[config.mk]
export PLATFORM = sky130hd
export DESIGN_NAME = typed_csv_field_parser
export DESIGN_NICKNAME = d
export VERILOG_FILES = /design/src/hw/rtl/csvp_pkg.sv /design/src/hw/rtl/csvp_parser.sv /design/src/hw/rtl/csvp_result_fifo.sv /design/src/hw/rtl/typed_csv_field_parser.sv
export SDC_FILE = /design/constraint.sdc
export NUM_CORES = 2
export LEC_CHECK = 0
export BUFFER_PORTS_ARGS = -buffer_cell sky130_fd_sc_hd__buf_2
export CAP_MARGIN = 20
export CORE_MARGIN = 2
export CORE_UTILIZATION = 45
export CTS_CLUSTER_DIAMETER = 80
export DETAILED_ROUTE_END_ITERATION = 10
export HOLD_SLACK_MARGIN = 0.05
export PLACE_DENSITY = 0.72
export SYNTH_ARGS = -nofsm -noshare
export SYNTH_HDL_FRONTEND = slang
export SYNTH_SLANG_ARGS = --single-unit
[constraint.sdc]
create_clock -name clk_i -period 24.6 [get_ports clk_i]
set_clock_uncertainty 0.15 [all_clocks]
set_input_delay 1.23 -clock clk_i [delete_from_list [all_inputs] [get_ports clk_i]]
set_output_delay 1.23 -clock clk_i [all_outputs]
set_load 0.02 [all_outputs]
[src/hw/rtl/csvp_pkg.sv]
package csvp_pkg;

  // Largest column count the schema can describe.
  localparam int unsigned MaxColumnsDef = 64;

  // Result queue depth, a power of two with room for two words per item.
  localparam int unsigned QueueDepth = 4;
  localparam int unsigned QueuePtrW  = $clog2(QueueDepth);
  localparam int unsigned QueueCntW  = QueuePtrW + 1;

  localparam int unsigned CfgIdxW  = 2;
  localparam int unsigned CfgDataW = 64;
  localparam int unsigned CountW   = 7;
  localparam int unsigned ColW     = 6;
  localparam int unsigned OutDataW = 216;

  localparam logic [7:0] CH_MINUS   = 8'h2D;
  localparam logic [7:0] CH_POINT   = 8'h2E;
  localparam logic [7:0] CH_ZERO    = 8'h30;
  localparam logic [7:0] CH_COMMA   = 8'h2C;
  localparam logic [7:0] CH_NEWLINE = 8'h0A;

  typedef enum logic [CfgIdxW-1:0] {
    REG_COLUMN_COUNT = 2'd0,
    REG_TYPES_LOW    = 2'd1,
    REG_TYPES_HIGH   = 2'd2
  } cfg_reg_e;

  typedef enum logic [1:0] {
    CT_INT = 2'd0,
    CT_DEC = 2'd1,
    CT_STR = 2'd2
  } col_type_e;

  typedef enum logic [2:0] {
    KIND_INT      = 3'd0,
    KIND_DEC      = 3'd1,
    KIND_STR_BYTE = 3'd2,
    KIND_STR_END  = 3'd3,
    KIND_ROLLBACK = 3'd4
  } kind_e;

  typedef struct packed {
    kind_e              kind;
    logic [ColW-1:0]    column;
    logic signed [63:0] int_value;
    logic [63:0]        whole_part;
    logic [63:0]        fraction_part;
    logic               is_negative;
    logic [7:0]         string_byte;
    logic [ColW-1:0]    drop_count;
    logic               last_result;
  } result_t;

  // Which of the two result slots the parser pushes in a cycle.
  typedef struct packed {
    logic valid_a;
    logic valid_b;
  } push_t;

  // The unused type code reads as a string column.
  function automatic col_type_e decode_type(input logic [1:0] raw);
    col_type_e t;
    t = (raw == 2'd3) ? CT_STR : col_type_e'(raw);
    return t;
  endfunction

endpackage

[src/hw/rtl/csvp_parser.sv]
module csvp_parser #(
  parameter int unsigned MAX_COLUMNS = csvp_pkg::MaxColumnsDef
) (
  input  logic                           clk_i,
  input  logic                           rst_ni,
  input  logic                           cfg_we_i,
  input  logic [csvp_pkg::CfgIdxW-1:0]   cfg_idx_i,
  input  logic [csvp_pkg::CfgDataW-1:0]  cfg_wdata_i,
  input  logic                           in_valid_i,
  output logic                           in_ready_o,
  input  logic [7:0]                     in_byte_i,
  input  logic                           in_first_i,
  input  logic                           in_last_i,
  input  logic                           room_i,
  output csvp_pkg::push_t                push_o,
  output csvp_pkg::result_t              res_a_o,
  output csvp_pkg::result_t              res_b_o
);

  localparam logic [csvp_pkg::CountW-1:0] MaxCnt = csvp_pkg::CountW'(MAX_COLUMNS);

  // Configuration registers.
  logic [csvp_pkg::CountW-1:0] count_q;
  logic [63:0]                 types_lo_q, types_hi_q;

  // Input register.
  logic       in_valid_q, in_valid_d;
  logic [7:0] byte_q;
  logic       first_q, last_q;

  // Parser state.
  logic                      skip_q, skip_d;
  logic [csvp_pkg::ColW-1:0] col_q, col_d;
  logic                      started_q, started_d;
  logic                      sign_q, sign_d;
  logic                      frac_q, frac_d;
  logic [63:0]               wacc_q, wacc_d;
  logic [63:0]               facc_q, facc_d;

  logic                      skip_c, started_c, sign_c, frac_c;
  logic [csvp_pkg::ColW-1:0] col_c;
  logic [63:0]               wacc_c, facc_c, digit;
  logic [csvp_pkg::CountW-1:0] eff_cnt, col_inc;
  logic                      consume, accept, is_delim;
  logic [1:0]                raw_type;
  csvp_pkg::col_type_e       ctype;
  csvp_pkg::result_t         r0, r1;
  logic                      r0_valid, r1_valid;

  assign consume    = in_valid_q && room_i;
  assign in_ready_o = !in_valid_q || room_i;
  assign accept     = in_valid_i && in_ready_o;

  always_comb begin
    in_valid_d = in_valid_q;
    if (accept) begin
      in_valid_d = 1'b1;
    end else if (consume) begin
      in_valid_d = 1'b0;
    end
  end

  always_ff @(posedge clk_i or negedge rst_ni) begin
    if (!rst_ni) begin
      count_q    <= csvp_pkg::CountW'(1);
      types_lo_q <= '0;
      types_hi_q <= '0;
    end else if (cfg_we_i) begin
      unique case (cfg_idx_i)
        csvp_pkg::REG_COLUMN_COUNT: count_q    <= cfg_wdata_i[csvp_pkg::CountW-1:0];
        csvp_pkg::REG_TYPES_LOW:    types_lo_q <= cfg_wdata_i;
        csvp_pkg::REG_TYPES_HIGH:   types_hi_q <= cfg_wdata_i;
        default: ;
      endcase
    end
  end

  always_ff @(posedge clk_i) begin
    if (accept) begin
      byte_q  <= in_byte_i;
      first_q <= in_first_i;
      last_q  <= in_last_i;
    end
  end

  always_comb begin
    eff_cnt = count_q;
    if (eff_cnt == '0) begin
      eff_cnt = csvp_pkg::CountW'(1);
    end else if (eff_cnt > MaxCnt) begin
      eff_cnt = MaxCnt;
    end
  end

  always_comb begin
    // A first-of-chunk mark clears the row state and enters line-skipping mode before the word is handled.
    skip_c    = first_q ? 1'b1 : skip_q;
    col_c     = first_q ? '0 : col_q;
    started_c = first_q ? 1'b0 : started_q;
    sign_c    = first_q ? 1'b0 : sign_q;
    frac_c    = first_q ? 1'b0 : frac_q;
    wacc_c    = first_q ? '0 : wacc_q;
    facc_c    = first_q ? '0 : facc_q;

    skip_d    = skip_c;
    col_d     = col_c;
    started_d = started_c;
    sign_d    = sign_c;
    frac_d    = frac_c;
    wacc_d    = wacc_c;
    facc_d    = facc_c;

    raw_type = col_c[5] ? types_hi_q[{col_c[4:0], 1'b0} +: 2]
                        : types_lo_q[{col_c[4:0], 1'b0} +: 2];
    ctype    = csvp_pkg::decode_type(raw_type);
    digit    = {56'd0, byte_q} - 64'(csvp_pkg::CH_ZERO);
    col_inc  = {1'b0, col_c} + csvp_pkg::CountW'(1);
    is_delim = (byte_q == csvp_pkg::CH_COMMA) || (byte_q == csvp_pkg::CH_NEWLINE);

    r0       = '0;
    r1       = '0;
    r0_valid = 1'b0;
    r1_valid = 1'b0;
    r0.column = col_c;

    if (skip_c) begin
      if (byte_q == csvp_pkg::CH_NEWLINE) begin
        skip_d = 1'b0;
      end
    end else if (is_delim) begin
      r0_valid = 1'b1;
      case (ctype)
        csvp_pkg::CT_INT: begin
          r0.kind      = csvp_pkg::KIND_INT;
          r0.int_value = sign_c ? (64'd0 - wacc_c) : wacc_c;
        end
        csvp_pkg::CT_DEC: begin
          r0.kind          = csvp_pkg::KIND_DEC;
          r0.whole_part    = wacc_c;
          r0.fraction_part = facc_c;
          r0.is_negative   = sign_c;
        end
        default: begin
          r0.kind = csvp_pkg::KIND_STR_END;
        end
      endcase
      started_d = 1'b0;
      sign_d    = 1'b0;
      frac_d    = 1'b0;
      wacc_d    = '0;
      facc_d    = '0;
      col_d     = (col_inc >= eff_cnt) ? '0 : col_inc[csvp_pkg::ColW-1:0];
    end else begin
      // A byte that comes with the chunk end only marks the field as begun.
      if (!last_q) begin
        if (ctype == csvp_pkg::CT_STR) begin
          r0_valid       = 1'b1;
          r0.kind        = csvp_pkg::KIND_STR_BYTE;
          r0.string_byte = byte_q;
        end else if (!started_c && byte_q == csvp_pkg::CH_MINUS) begin
          sign_d = 1'b1;
        end else if (ctype == csvp_pkg::CT_DEC && !frac_c && byte_q == csvp_pkg::CH_POINT) begin
          frac_d = 1'b1;
        end else if (ctype == csvp_pkg::CT_DEC && frac_c) begin
          facc_d = (facc_c << 3) + (facc_c << 1) + digit;
        end else begin
          wacc_d = (wacc_c << 3) + (wacc_c << 1) + digit;
        end
      end
      started_d = 1'b1;
    end

    if (last_q) begin
      if (!skip_c && (col_d != '0 || started_d)) begin
        r1_valid      = 1'b1;
        r1.kind       = csvp_pkg::KIND_ROLLBACK;
        r1.column     = col_d;
        r1.drop_count = col_d;
      end
      skip_d    = 1'b1;
      col_d     = '0;
      started_d = 1'b0;
      sign_d    = 1'b0;
      frac_d    = 1'b0;
      wacc_d    = '0;
      facc_d    = '0;
    end

    // Pack the results into the first free slots; the last one is flagged.
    if (r0_valid) begin
      res_a_o = r0;
      res_b_o = r1;
      res_a_o.last_result = !r1_valid;
      res_b_o.last_result = 1'b1;
    end else begin
      res_a_o = r1;
      res_b_o = r1;
      res_a_o.last_result = 1'b1;
    end
    push_o.valid_a = consume && (r0_valid || r1_valid);
    push_o.valid_b = consume && r0_valid && r1_valid;
  end

  always_ff @(posedge clk_i or negedge rst_ni) begin
    if (!rst_ni) begin
      in_valid_q <= 1'b0;
      skip_q     <= 1'b1;
      col_q      <= '0;
      started_q  <= 1'b0;
      sign_q     <= 1'b0;
      frac_q     <= 1'b0;
      wacc_q     <= '0;
      facc_q     <= '0;
    end else begin
      in_valid_q <= in_valid_d;
      if (consume) begin
        skip_q    <= skip_d;
        col_q     <= col_d;
        started_q <= started_d;
        sign_q    <= sign_d;
        frac_q    <= frac_d;
        wacc_q    <= wacc_d;
        facc_q    <= facc_d;
      end
    end
  end

`ifndef SYNTHESIS
  a_second_is_rollback: assert property (@(posedge clk_i) disable iff (!rst_ni)
    push_o.valid_b |-> (res_b_o.kind == csvp_pkg::KIND_ROLLBACK && res_b_o.last_result))
    else $error("second result of a word is not a rollback");

  a_col_in_range: assert property (@(posedge clk_i) disable iff (!rst_ni)
    $past(consume) |-> ({1'b0, col_q} < MaxCnt))
    else $error("column index beyond the column limit");
`endif

endmodule

[src/hw/rtl/csvp_result_fifo.sv]
module csvp_result_fifo (
  input  logic               clk_i,
  input  logic               rst_ni,
  input  csvp_pkg::push_t    push_i,
  input  csvp_pkg::result_t  res_a_i,
  input  csvp_pkg::result_t  res_b_i,
  output logic               room_o,
  output logic               out_valid_o,
  input  logic               out_ready_i,
  output csvp_pkg::result_t  out_res_o
);

  localparam int unsigned Depth = csvp_pkg::QueueDepth;
  localparam int unsigned PtrW  = csvp_pkg::QueuePtrW;
  localparam int unsigned CntW  = csvp_pkg::QueueCntW;

  csvp_pkg::result_t mem_q [Depth];
  logic [PtrW-1:0]   wr_ptr_q, wr_ptr_d, rd_ptr_q, rd_ptr_d;
  logic [CntW-1:0]   count_q, count_d;
  logic              pop;

  assign out_valid_o = (count_q != '0);
  assign out_res_o   = mem_q[rd_ptr_q];
  assign pop         = out_valid_o && out_ready_i;
  // Room for two words, the most one item can give.
  assign room_o      = (count_q <= CntW'(Depth - 2));

  always_comb begin
    wr_ptr_d = wr_ptr_q + PtrW'(push_i.valid_a) + PtrW'(push_i.valid_b);
    rd_ptr_d = rd_ptr_q + PtrW'(pop);
    count_d  = count_q + CntW'(push_i.valid_a) + CntW'(push_i.valid_b) - CntW'(pop);
  end

  always_ff @(posedge clk_i) begin
    if (push_i.valid_a) begin
      mem_q[wr_ptr_q] <= res_a_i;
    end
    if (push_i.valid_b) begin
      mem_q[wr_ptr_q + PtrW'(1)] <= res_b_i;
    end
  end

  always_ff @(posedge clk_i or negedge rst_ni) begin
    if (!rst_ni) begin
      wr_ptr_q <= '0;
      rd_ptr_q <= '0;
      count_q  <= '0;
    end else begin
      wr_ptr_q <= wr_ptr_d;
      rd_ptr_q <= rd_ptr_d;
      count_q  <= count_d;
    end
  end

`ifndef SYNTHESIS
  a_push_has_room: assert property (@(posedge clk_i) disable iff (!rst_ni)
    push_i.valid_a |-> (count_q <= CntW'(Depth - 2)))
    else $error("result pushed without room for two words");

  a_b_needs_a: assert property (@(posedge clk_i) disable iff (!rst_ni)
    push_i.valid_b |-> push_i.valid_a)
    else $error("second slot pushed without the first");

  a_count_bound: assert property (@(posedge clk_i) disable iff (!rst_ni)
    count_q <= CntW'(Depth))
    else $error("result queue overflow");
`endif

endmodule

[src/hw/rtl/typed_csv_field_parser.sv]
// Typed CSV field parser.
// The slave stream carries CSV text one byte per word; tuser marks the first
// byte of a chunk and tlast its final byte. The master stream carries typed
// results: tuser is the result kind and tlast flags the final result caused
// by one input byte. The user must write the column count and the 2-bit
// column types on the plain write port only while the block is idle; the
// block itself does not enforce this. A byte accepted into the input
// register is parsed there, and its results are written into the result
// queue, which drives the master stream.
// Throughput: one byte per cycle while the result queue has room for two
// entries. The master side delivers one result per cycle while tready is
// high, so a delimiter that closes a chunk (up to two results) needs an
// extra output slot, absorbed by the four-entry result queue.
// Reset clears the queue, restores column count one and all-integer types,
// and starts in line-skipping mode. When the receiver stalls, results wait
// in the queue; once fewer than two entries are free, the input register
// holds its byte and tready drops after it has filled.
module typed_csv_field_parser #(
  parameter int unsigned MAX_COLUMNS = csvp_pkg::MaxColumnsDef
) (
  input  logic                            clk_i,
  input  logic                            rst_ni,
  input  logic                            cfg_we_i,
  input  logic [csvp_pkg::CfgIdxW-1:0]    cfg_idx_i,
  input  logic [csvp_pkg::CfgDataW-1:0]   cfg_wdata_i,
  input  logic                            s_axis_tvalid_i,
  output logic                            s_axis_tready_o,
  input  logic [7:0]                      s_axis_tdata_i,  // [7:0] text_byte
  input  logic                            s_axis_tuser_i,  // [0] chunk_first
  input  logic                            s_axis_tlast_i,
  output logic                            m_axis_tvalid_o,
  input  logic                            m_axis_tready_i,
  // [5:0] column, [69:6] int_value, [133:70] whole_part,
  // [197:134] fraction_part, [198] is_negative, [206:199] string_byte,
  // [212:207] drop_count, [215:213] zero
  output logic [csvp_pkg::OutDataW-1:0]   m_axis_tdata_o,
  output logic [2:0]                      m_axis_tuser_o,  // [2:0] kind
  output logic                            m_axis_tlast_o
);

  csvp_pkg::push_t   push;
  csvp_pkg::result_t res_a, res_b, head;
  logic              room;

  csvp_parser #(
    .MAX_COLUMNS(MAX_COLUMNS)
  ) u_parser (
    .clk_i      (clk_i),
    .rst_ni     (rst_ni),
    .cfg_we_i   (cfg_we_i),
    .cfg_idx_i  (cfg_idx_i),
    .cfg_wdata_i(cfg_wdata_i),
    .in_valid_i (s_axis_tvalid_i),
    .in_ready_o (s_axis_tready_o),
    .in_byte_i  (s_axis_tdata_i),
    .in_first_i (s_axis_tuser_i),
    .in_last_i  (s_axis_tlast_i),
    .room_i     (room),
    .push_o     (push),
    .res_a_o    (res_a),
    .res_b_o    (res_b)
  );

  csvp_result_fifo u_fifo (
    .clk_i      (clk_i),
    .rst_ni     (rst_ni),
    .push_i     (push),
    .res_a_i    (res_a),
    .res_b_i    (res_b),
    .room_o     (room),
    .out_valid_o(m_axis_tvalid_o),
    .out_ready_i(m_axis_tready_i),
    .out_res_o  (head)
  );

  assign m_axis_tdata_o = {3'b000, head.drop_count, head.string_byte, head.is_negative,
                           head.fraction_part, head.whole_part, head.int_value,
                           head.column};
  assign m_axis_tuser_o = head.kind;
  assign m_axis_tlast_o = head.last_result;

endmodule
## Word level (Yosys, flattened, before mapping)

Memory sizes are Yosys's and may differ from the RTL's.
Index checks and enable logic that the tools add are counted.

- Register bits: 291
- Bits in writable memories: 868
- Bits of input ports: 81
- Output and inout bits: 222
- Logic and storage cells: 152
- Memories: 1

Memory list:

| name | words | width | rd ports | clocked after Yosys merged registers in | write ports | line | RTL |
|---|---|---|---|---|---|---|---|
| u_fifo.mem_q | 4 | 217 | 1 | 0 | 2 | csvp_result_fifo.sv:17 | `csvp_pkg::result_t mem_q [Depth];` |

- $add $sub $neg: 14
- $lt $le $gt $ge: 3
- Eq/ne operators: 9
- Shift operators: 2
- Muxes and demuxes: 77
- Reduce and logical (&&, ||, !) cells: 29

Operators by type and width:

| cell | count |
|---|---|
| $mux W64 | 18 |
| $add A64 B64 Y64 | 4 |
| $mux W217 | 1 |
| $mux W201 | 1 |
| $mux W193 | 1 |
| $mux W129 | 1 |
| $shiftx A64 B7 Y2 | 2 |
| $sub A1 B64 Y64 const A | 1 |
| $mux W6 | 7 |
| $mux W1 | 34 |
| $eq A8 B6 Y1 const B | 3 |
| $mux W8 | 3 |
| $mux W9 | 2 |
| $mux W7 | 2 |
| $logic_and A1 B1 Y1 | 11 |
| $mux W3 | 3 |
| $sub A8 B6 Y9 const B | 1 |
| $eq A8 B4 Y1 const B | 1 |
| $add A6 B1 Y7 const B | 1 |
| $ge A7 B7 Y1 | 1 |
| $gt A7 B7 Y1 const B | 1 |
| $logic_not A7 Y1 | 1 |
| $add A2 B1 Y2 | 3 |
| $add A3 B1 Y3 | 2 |
| 14 further kinds | 29 |

## Depth between registers and ports, before layout

- Word-level depth: 17
- Gate-level depth with buffers: 29
- Gate-level depth less buffers: 21

## Hierarchy

From an unflattened synthesis, not the netlist that was laid out.

- Cells, all modules: 5168
- Area total of the unflattened synthesis: 69490.4 sq um

By module, submodules not included:

| module | times used | cells each | area an instance (sq um) | seq. area each (sq um) |
|---|---|---|---|---|
| csvp_result_fifo | 1 | 2133 | 42505.8 | 26240.2 |
| csvp_parser | 1 | 3031 | 26958.4 | 7159.4 |
| typed_csv_field_parser | 1 | 4 | 26.3 | 0.0 |

## Worst setup path before layout

Ideal clock, no wire load.

- Path kind: reg2reg
- Start: register u_parser.byte_q[4]
- End: register u_parser.wacc_q[57]
- Library setup time: 133 ps
- Arrival: 21061 ps
- Data required time: 24317 ps
- Setup slack: 3256 ps
- Stages on the path, launching flop included: 18
- Path buffers: 1
- Clock period less this slack: 21344 ps
- Cell sequence: edfxtp_1 > ha_1 > nor3_1 > fa_1 > ha_1 > clkbuf_1 > a21o_1 > a221o_1 > a31o_2 > a211o_1 > a211oi_1 > o21a_1 > o31a_1 > a21oi_1 > a21o_1 > a21oi_1 > xor2_1 > o21ai_0

- Word-level cells in the longest chain between the ends: 9
- Elaborated cells on any way between the ends: 16
- Those cells by class: add/sub: 2; eq/ne: 4; mux: 7; reduce/logical: 3

Ends and longest elaborated chain:

| what | line | RTL |
|---|---|---|
| start, declared | csvp_parser.sv:28 | `logic [7:0] byte_q;` |
| start signal, assigned | csvp_parser.sv:80 | `byte_q <= in_byte_i;` |
| $sub A8 B6 Y9 | csvp_parser.sv:116 | `digit = {56'd0, byte_q} - 64'(csvp_pkg::CH_ZERO);` |
| $add A64 B64 Y64 | csvp_parser.sv:167 | `wacc_d = (wacc_c << 3) + (wacc_c << 1) + digit;` |
| $mux W64 | csvp_parser.sv:164 | `end else if (ctype == csvp_pkg::CT_DEC && frac_c) begin` |
| $mux W64 | csvp_parser.sv:162 | `end else if (ctype == csvp_pkg::CT_DEC && !frac_c && byte_q == csvp_pkg::CH_POINT) begin` |
| $mux W64 | csvp_parser.sv:160 | `end else if (!started_c && byte_q == csvp_pkg::CH_MINUS) begin` |
| $mux W64 | csvp_parser.sv:156 | `if (ctype == csvp_pkg::CT_STR) begin` |
| $mux W64 * | csvp_parser.sv:130 | `end else if (is_delim) begin` |
| $mux W64 * | csvp_parser.sv:126 | `if (skip_c) begin` |
| $mux W64 * | csvp_parser.sv:173 | `if (last_q) begin` |
| end signal, assigned | csvp_parser.sv:222 | `wacc_q <= wacc_d;` |
| end, declared | csvp_parser.sv:37 | `logic [63:0] wacc_q, wacc_d;` |

Every way passes the cells marked *; elsewhere a longest branch is shown, timed or not.
A chain may end at the register's enable or synchronous reset.

==> results.txt <==
Wires add up to 174.6 mm. The initial utilization of the core area, before any placement, comes to 45.18%. The floorplan step defined a die boundary enclosing 134,600 sq um.

The share of the synthesized netlist area taken by xor and xnor gates came out at 2.602%. The register-to-register setup slack is 16.60 ns. The transition time at the pin with the least slew margin is 1.348 ns.

The total count of max-transition violations in the final report was 0. The worst hold slack came out at 0.3049 ns. The number of clock sinks came out at 1,159. Pin placement for this block handled 303 I/O pins. The fraction of final layout cells sized beyond drive strength 1 is 16.10%. The horizontal die dimension came out at 366.8 um. The post-layout instance area came out at 65,670 sq um. The first-pass GRT wire length is 272.4 mm.

Setup repair after global routing left no endpoint under its margin. The clock buffer count from CTS is 132. The worst hold path begins at u_fifo.mem_q[2][188]. The buffers inserted during post-CTS setup optimization is 0.

Detailed placement ended at an HPWL of 114.2 mm. The total number of nets in the final design came out at 6,448. The source-to-sink clock delay at the later pin of the worst-skew pair came out at 0.81 ns. For this run, the leading register cell type out of synthesis is dfxtp_1. The fraction of registers with async set/reset is 24.25%. The detailed-route via count came out at 48.26k. The count of max-cap constraint violations came out at 0. The worst ir drop on vdd came out at 76.53 uV. The total area inside the core boundary comes to 131,100 sq um. The flow ran to the end, and the final reports show no timing, DRC or antenna violations. The power density over cell area is 79.91 nW/um^2. The first routing iteration left 4,738 violations.

Sorting the synthesized cells by area gives the leading types as dfxtp_1 27%, dfrtp_1 12%, mux4_2 8.6%. The final-report hold violation count came to 0. By area, the combinational part of the netlist is dominated by compound AO/OA/AOI/OAI gates. The placement-stage cell area came out at 61,130 sq um. The finished layout holds 7,955 standard cells, fillers aside. The cell count of the worst reg-to-reg path came out at 19. The analysis attributes to cell leakage a power of 25.56 nW. Compared with the post-synthesis result, the final layout area differs by 10.85%. The number of unique standard cell types used by synthesis is 100. The initial antenna violation count is 0.

The aggregate global-route resource usage came out at 25.32%. The synthesized instance count is 6,107. The residual overflow from global routing is 0.

The worst setup path is captured at a register. The proportion of synthesized area in mux cells is 11.89%. The worst hold path belongs to the class reg -> reg.

The synthesized-area fraction occupied by and/or/nand/nor cells came out at 15.31%. The sequential cell area fraction in the yosys report is 42.66%. The number of buffers on the longest clock path is 3. After clock tree synthesis, the clock-pin slew on the worst setup and hold paths is 0.06 ns. The post-cts hold buffer count came out at 0. The headroom to the max-slew limit came out at 10.13%.

The H-tree depth came out at 4. The count of cells along the worst hold path came out at 2. The hold-critical path endpoint is u_fifo.mem_q[2][188]. The number of warning messages in the yosys log is 0.

The final critical path time including I/O delays and setup is 7.999 ns. The endpoint identified for the worst register-to-register timing path is u_fifo.mem_q[2][167]. Routability-driven placement finished with a final weighted congestion of 0.9442.

In this run the mean area of a mapped cell was 9.701 sq um. The combined area of all synthesized cells is 59,240 sq um. The count of standard-cell rows is 133. The count of buffers from port buffering is 299. At the end of the flow the core is filled with cells to 50.08%. The area fraction of the dominant cell type after synthesis came out at 27.44%. The maximum fanout along the worst path came out at 103. The y dimension of the die came out at 366.8 um. The critical path in this run is classified as reg -> reg. The portion of the clock cycle consumed by the worst path in the final layout came out at 32.52%.

Entering global routing, the biggest net connects 233 pins. TritonCTS built the clock tree. The data required time at the worst endpoint came out at 25.16 ns.

The synthesized design contains 1,159 register bits. Setup total negative slack on the finished layout was measured at 0 ns. Yosys mapped a number of flops with a built-in enable equal to 66.

The detail-routed via count per cell is 6.066. Setup violations remaining at the end of the flow were counted as 0. The number of fill cells is 12.01k.

In this run the remaining antenna-violating nets after routing total 0. The most critical setup path has its startpoint at u_parser.first_q. The master cell of the clock root buffer is clkbuf_16. The number of global-route vias before repair is 47.08k. The startpoint identified for the worst register-to-register timing path is u_parser.first_q. Of the total synthesized cell area, the portion taken by full adders, half adders and majority gates is 7.177%.

Of all cell types, the one taking the most synthesized area is dfxtp_1. For this run, design rule violations remaining after detail routing come to 0. STA classifies the critical path startpoint as a register. The mean routed wirelength per cell is 21.94 um.

The maximum achievable frequency is 125.0 MHz. Once the clock tree was built, the resizer swapped 0 gates to a different size. The total iterations of the first detailed-routing run is 7. The compound-cell area share of the yosys netlist came out at 15.52%. After detailed placement, the design holds a cell count of 7,721. Data on the critical path arrives at its endpoint at 8.55 ns.
[routing by layer]
| layer | GRT usage, % | up-vias | share of wire (%) | routed length, um |
|---|---|---|---|---|
| met5 | 0 | - | 0 | 0 |
| met4 | 10.35 | 0 | 3.8 | 6665 |
| met3 | 4.023 | 335 | 6.8 | 11920 |
| met2 | 41.06 | 1924 | 47 | 82320 |
| met1 | 33.79 | 23930 | 42 | 73640 |
| li1 | - | 22068 | - | - |
[layout by cell type (no fill, tap or decap), types with 16 or more instances in the layout]
| cell | instances |
|---|---|
| a211oi_1 | 18 |
| a21o_1 | 76 |
| a21oi_1 | 173 |
| a221oi_1 | 17 |
| a22o_1 | 23 |
| a31oi_1 | 28 |
| and2_1 | 16 |
| buf_2 | 299 |
| buf_4 | 56 |
| clkbuf_1 | 29 |
| clkbuf_16 | 134 |
| clkbuf_8 | 17 |
| dfrtp_1 | 275 |
| dfxtp_1 | 812 |
| edfxtp_1 | 66 |
| fa_1 | 123 |
| ha_1 | 143 |
| inv_1 | 103 |
| mux2_2 | 143 |
| mux2i_1 | 29 |
| mux4_2 | 227 |
| nand2_1 | 489 |
| nand2b_1 | 37 |
| nand3_1 | 862 |
| nand4_1 | 33 |
| nor2_1 | 171 |
| nor2b_1 | 132 |
| nor3_1 | 35 |
| o21a_1 | 23 |
| o21ai_0 | 1019 |
| o21ai_1 | 55 |
| o21bai_1 | 21 |
| o22ai_1 | 21 |
| o31ai_1 | 23 |
| or3_1 | 23 |
| xnor2_1 | 113 |
| xor2_1 | 63 |
[cell usage after synthesis, types with 8 or more instances]
cell,instances
nand4_1,33
nand3_1,865
and2_1,16
o22ai_1,21
inv_1,103
or3_1,23
o21bai_1,21
nor4_1,11
a22o_1,23
nand2b_1,37
ha_1,143
a21o_1,76
dfrtp_1,279
o21ai_1,56
nor2_1,173
o21ai_0,1019
o32ai_1,8
a31oi_1,28
o21a_1,23
nand2_1,495
mux2i_1,29
o211ai_1,13
dfxtp_1,812
buf_1,56
buf_6,39
buf_2,105
a211oi_1,18
o221ai_1,11
o31ai_1,24
mux2_2,143
mux4_2,227
xnor2_1,113
buf_4,31
edfxtp_1,66
fa_1,123
xor2_1,63
a221oi_1,17
nor3_1,37
a21oi_1,173
nor2b_1,133
and3_1,12
clkbuf_1,270
or2_2,13
[metrics by stage]
| stage | power, mW | worst slack (ns) |
|---|---|---|
| after floorplan | 2.902 | 3.256 |
| after global placement | 3.230 | 16.98 |
| after detailed placement | 3.243 | 16.78 |
| after CTS | 5.263 | 16.69 |
| after global routing | 5.453 | 16.02 |
| final | 5.248 | 16.60 |
[area by class of cell]
type	instances	area (sq um)	share of cell area, %
Inverter	106	397.9	0.6059
Multi-Input combinational cell	4341	31230	47.55
Clock inverter	52	838.3	1.277
Antenna cell	1	2.502	0.003810
Clock buffer	180	3696	5.628
Tap cell	1755	2196	3.344
Timing Repair Buffer	361	2032	3.094
Sequential cell	1159	25280	38.50
[critical path, stage by stage, from the launching register on]
cell and delay [ns]:
edfxtp_1 0.79, nand2b_1 0.75, inv_1 0.23, ha_1 0.32, nand3_1 0.13, xnor2_1 0.12, ha_1 0.29, o21ai_0 0.08
nand2b_1 0.07, a21oi_1 0.06, a21o_1 0.25, a31oi_1 0.78, o211ai_1 0.27, o21ba_2 0.33, o21a_1 0.39, nand2_4 0.74
buf_4 0.89, buf_4 0.78, nand3_1 0.18, o21ai_0 0.13
[cell families (layout without fill, tap and decap cells)]
kind of cell	after synthesis	after routing
AO/OA/AOI/OAI	1614	1614
other	1	4
AND/OR/NAND/NOR	1881	1881
multiplexers	401	401
adder cells (fa/ha/maj)	266	266
XOR/XNOR	176	176
buffers and inverters	609	699
flip-flops	1159	1159
[flip-flops by register name, indices dropped and copies added, names as in the netlist, 2 cells and up]
| name | flops |
|---|---|
| u_fifo.mem_q | 868 |
| u_parser.facc_q | 64 |
| u_parser.types_hi_q | 64 |
| u_parser.types_lo_q | 64 |
| u_parser.wacc_q | 64 |
| u_parser.byte_q | 8 |
| u_parser.count_q | 7 |
| u_parser.col_q | 6 |
| u_fifo.count_q | 3 |
| u_fifo.rd_ptr_q | 2 |
| u_fifo.wr_ptr_q | 2 |
[report_power, final]
| part | total [mW] | internal (mW) | switching (mW) |
|---|---|---|---|
| Sequential | 2.06 | 1.97 | 0.0944 |
| Combinational | 1.16 | 0.424 | 0.731 |
| Clock | 2.03 | 1.17 | 0.865 |
[worst max path at each step]
stage / cells after the start / end / slack (ns)
after floorplan: 17 / u_parser.wacc_q[57] / 3.26
after global placement: 18 / u_fifo.mem_q[2][114] / 16.98
after detailed placement: 18 / u_fifo.mem_q[2][173] / 16.78
after CTS: 19 / u_fifo.mem_q[2][167] / 16.69
after global routing: 19 / u_fifo.mem_q[2][167] / 16.02
final: 19 / u_fifo.mem_q[2][167] / 16.60
No activity file was read; power rests on OpenSTA's default activity.
